`src/design/tpc_pkg.sv`:
```
package tpc_pkg;

   localparam int COORD_W  = 24;
   localparam int NORM_W   = 16;
   localparam int OFF_W    = 25;
   localparam int CSR_W    = 25;
   localparam int PROD_W   = NORM_W + COORD_W;
   localparam int DIST_W   = PROD_W + 3;
   localparam int ALPHA_W  = 17;
   localparam int DIV_LAT  = ALPHA_W + 1;
   localparam int DIST_LAT = 2;
   localparam int LERP_LAT = 2;
   localparam int LINE_LEN = DIST_LAT + DIV_LAT + LERP_LAT;

   localparam logic [2:0] CSR_NX    = 3'd0;
   localparam logic [2:0] CSR_NY    = 3'd1;
   localparam logic [2:0] CSR_NZ    = 3'd2;
   localparam logic [2:0] CSR_OFF   = 3'd3;
   localparam logic [2:0] CSR_OTHER = 3'd4;

   typedef logic signed [COORD_W-1:0] coord_type;
   typedef logic signed [DIST_W-1:0]  dist_type;
   typedef logic [ALPHA_W-1:0]        alpha_type;

   typedef struct packed {
      coord_type x;
      coord_type y;
      coord_type z;
   } vtx_type;

   typedef struct packed {
      logic    side;
      vtx_type p0;
      vtx_type p1;
      vtx_type p2;
   } tri_type;

   typedef struct packed {
      logic              valid;
      logic [2:0]        kept;
      vtx_type [2:0]     v;
   } line_type;

endpackage

```
`src/design/tpc_div.sv`:
```
module tpc_div (
   input  logic               clock,
   input  logic               enable,
   input  tpc_pkg::dist_type  dt,
   input  tpc_pkg::dist_type  du,
   output tpc_pkg::alpha_type alpha
);
   localparam int DW = tpc_pkg::DIST_W;
   localparam int QW = tpc_pkg::ALPHA_W;
   localparam int NW = DW + 17;

   logic [DW:0]   rem_ff [QW+1], den_ff [QW+1];
   logic [QW-1:0] low_ff [QW+1], q_ff [QW+1];
   logic [DW-1:0] num, mu;
   logic [DW:0]   den;
   logic [NW-1:0] n_full;

   // magnitudes, then numerator scaled with a half-denominator bias for rounding
   always_comb begin
      num    = dt[DW-1] ? DW'(-dt) : DW'(dt);
      mu     = du[DW-1] ? DW'(-du) : DW'(du);
      den    = {1'b0, num} + {1'b0, mu};
      n_full = {1'b0, num, 16'b0} + NW'(den >> 1);
   end

   always_ff @(posedge clock) begin
      if (enable) begin
         rem_ff[0] <= {1'b0, n_full[NW-1:QW]};
         den_ff[0] <= den;
         low_ff[0] <= n_full[QW-1:0];
         q_ff[0]   <= '0;
      end
   end

   for (genvar s = 1; s <= QW; s++) begin : g_step
      logic [DW+1:0] trial;
      logic          ge;
      always_comb begin
         trial = {rem_ff[s-1], low_ff[s-1][QW-1]};
         ge    = trial >= {1'b0, den_ff[s-1]};
      end
      always_ff @(posedge clock) begin
         if (enable) begin
            rem_ff[s] <= ge ? (DW+1)'(trial - {1'b0, den_ff[s-1]}) : (DW+1)'(trial);
            den_ff[s] <= den_ff[s-1];
            low_ff[s] <= {low_ff[s-1][QW-2:0], 1'b0};
            q_ff[s]   <= {q_ff[s-1][QW-2:0], ge};
         end
      end
   end

   assign alpha = q_ff[QW];
endmodule

```
`config.mk`:
```
export PLATFORM = sky130hd
export DESIGN_NAME = tpc_div
export DESIGN_NICKNAME = d
export VERILOG_FILES = /design/src/design/tpc_pkg.sv /design/src/design/tpc_div.sv
export SDC_FILE = /design/constraint.sdc
export NUM_CORES = 2
export LEC_CHECK = 0
export BUFFER_PORTS_ARGS = -buffer_cell sky130_fd_sc_hd__buf_2
export CORE_MARGIN = 4
export CORE_UTILIZATION = 51
export CTS_CLUSTER_DIAMETER = 80
export CTS_CLUSTER_SIZE = 12
export DETAILED_ROUTE_END_ITERATION = 8
export GPL_TIMING_DRIVEN = 0
export PLACE_DENSITY = 0.78
export RECOVER_POWER = 50
export REMOVE_ABC_BUFFERS = 1
export SYNTH_ARGS = -nofsm -noshare
export SYNTH_HDL_FRONTEND = slang
export SYNTH_SLANG_ARGS = --single-unit
```
`constraint.sdc`:
```
create_clock -name clock -period 10.12 [get_ports clock]
set_input_delay 1.012 -clock clock [delete_from_list [all_inputs] [get_ports clock]]
set_output_delay 1.012 -clock clock [all_outputs]
set_load 0.1 [all_outputs]
```
==> impl_metrics.toml <==
[status]
status = "finished with violations"
violations = "capacitance limit, slew limit"

[clock_network]
insertion_delay_ns = 0.81
clkTransAtPathRegs_ns = 0.06
ctsResizeCount = 0
cts_tree = "done"
cts_root_buf = "clkbuf_16"
cts_buffer_depth = 3
post_cts_buffers = 0
cts_made_buffers = 157
ctsHoldBuffers = 0
h-tree-depth = 4
cts_sinks = 1649

[placement]
dp_hpwl_mm = 173.9
dp_slack_ns = 0.8749
dp_cells = 12321
io_buffers = 104
placed_area_mm2 = 0.1062
finalWeightedCongestion = 1.077

[power]
power_density_mw_per_mm2 = 328.9
irDropWorstVdd_mv = 0.2142
static-leakage-power_nw = 45.33
finalPower_mw = 36.29

[grt]
grt_max_degree = 195
track_usage = 0.2102
grt_pass1_wl_mm = 360.2
grt_pass1_vias = 73292
overflow = 0
antenna_found_initial = 3

[floorplan]
die_x_um = 455.8
start_util = 0.5123
rows = 164
dieHeight_um = 455.8
core_mm2 = 0.1997
floorplan.die_area_mm2 = 0.2078
ios = 105

[sta]
slew_violations = 245
clock_skew_ns = 0.02450
rsz0062_at_grt = "no"
finalSetupViolCount = 0
worst_pin_slew_ns = 3.949
slew_headroom = -1.632
period_minus_slack_ns = 8.993
finalCritPeriodShare = 0.8886
hold_violations = 0
max_freq_ghz = 0.1112
setup_ws_ns = 1.127

[detailed_routing]
finalWirelength_mm = 224.7
routedWlPerCell_um = 17.97
ant_nets = 0
via_per_inst = 5.784
route.detailed.drc = 0
drtIter0Drc = 4960
vias = 72329
firstDrtPassIters = 7

[worst_setup_path]
worstSetupEndpointType = "register"
arrival_ns = 9.53
cp-startpoint = "dt[42]"
worst_path_max_delay_cell = "clkbuf_1"
critPathMaxFanout = 39
cpPeakStageDelay_ns = 1.25
cp-start-kind = "input port"
crit_type = "in -> reg"
required_ns = 10.66
worstReg2RegStart = "den_ff[0][1]"

[cells_and_area]
final_cells = 12505
n_fill_cell = 16378
multiInputGateArea_mm2 = 0.04837
drive_gt1_frac = 0.06531
final_area_mm2 = 0.1103
layout_commonest_cell = "edfxtp_1"
syn_to_final_growth_pct = 7.858
layout_common_cells = "1649 x edfxtp_1, 1004 x a21oi_1, 974 x inv_1"
register_area_mm2 = 0.04952
final_nets = 10750
fin_util = 0.5526

[synth]
synth_enable_flop_cells = 1649
synth_ff_type = "edfxtp_1"
async_flop_share = 0
synth_warnings = 0
synthCells = 9755
synth-seq-area-share = 0.4841
synthesis.area_mm2 = 0.1023
synth-seq-cells = 1649
synth_cell_types = 102
synth_area_per_cell_um2 = 10.49

[worst_hold_path]
min_from = "q_ff[13][6]"
hold_class = "reg -> reg"

[run]
drv_cap = 3
-- metal layers --
layer / global-route usage / share of wire
met1: 0.2023 / 0.35
met2: 0.4140 / 0.54
met3: 0.02286 / 0.032
met5: 0 / 0
met4: 0.1434 / 0.075
-- state kept, by name, indices dropped and copies added (netlist names) --
name    cells
low_ff      1
den_ff    748
q_ff      153
rem_ff    747
-- path summary, 6_finish.rpt --
kind,to,slack (ns),cells past startpoint
max,rem_ff[0][36],1.13,28
min,q_ff[14][7],0.40,0
max reg2reg,rem_ff[1][9],4.11,14
min reg2reg,q_ff[14][7],0.40,0
-- per-stage QoR --
stage                     hold WS, ns  setup TNS [ns]
after global routing           0.4102               0
after detailed placement       0.4045               0
after floorplan                0.4003         -0.8612
final                          0.4014               0
after global placement         0.4008               -
after CTS                      0.4000               0
-- layout make-up --
cell class,count,share of cell area
flip-flops and latches,1649,0.4488
multi-input cells,6893,0.4385
clock buffers,161,0.03575
inverters,974,0.03314
well taps,2656,0.03012
repair buffers,149,0.01143
clock inverters,19,0.002144
diodes,4,0.00009073
-- logic make-up (layout without fill, tap and decap cells) --
logic type	Yosys count	in the layout	synth area share
other cells	1	5	0.00003666
fa+ha+maj	838	838	0.1038
simple gates	2262	2262	0.1058
flops	1649	1649	0.4841
mux	243	243	0.02658
compound gates	2782	2782	0.1692
xor+xnor	767	767	0.06568
buf+inv	1213	1303	0.04470
-- worst max-delay path: cells and delay by family --
| kind | cells | cell delay, ns |
|---|---|---|
| AO/OA/AOI/OAI | 19 | 4.51 |
| buffers and inverters | 1 | 1.25 |
| AND/OR/NAND/NOR | 4 | 1.25 |
| adder cells (fa/ha/maj) | 2 | 0.86 |
| XOR/XNOR | 2 | 0.63 |
-- cells in the mapped netlist, types with 95 or more instances --
cell type	instances	area share
nor2b_1	140	0.0086
nand3_1	166	0.0081
a21oi_1	1004	0.049
inv_1	974	0.036
nand4_1	107	0.0065
nor2_1	676	0.025
xnor2_1	512	0.044
xor2_1	255	0.022
ha_1	820	0.10
clkbuf_1	208	0.0076
mux2_2	228	0.025
o21a_1	95	0.0070
a21o_1	416	0.031
nand2_1	605	0.022
edfxtp_1	1649	0.48
o21bai_1	127	0.0093
nand2b_1	144	0.0088
nor3_1	125	0.0061
o21ai_0	576	0.028
-- power by group --
group	internal (mW)	total (mW)	switching, mW
combinational	8.32	19.4	11.1
clock	2.79	5.17	2.38
sequential	10.7	11.7	1.07
No activity file was read; power rests on OpenSTA's default activity.
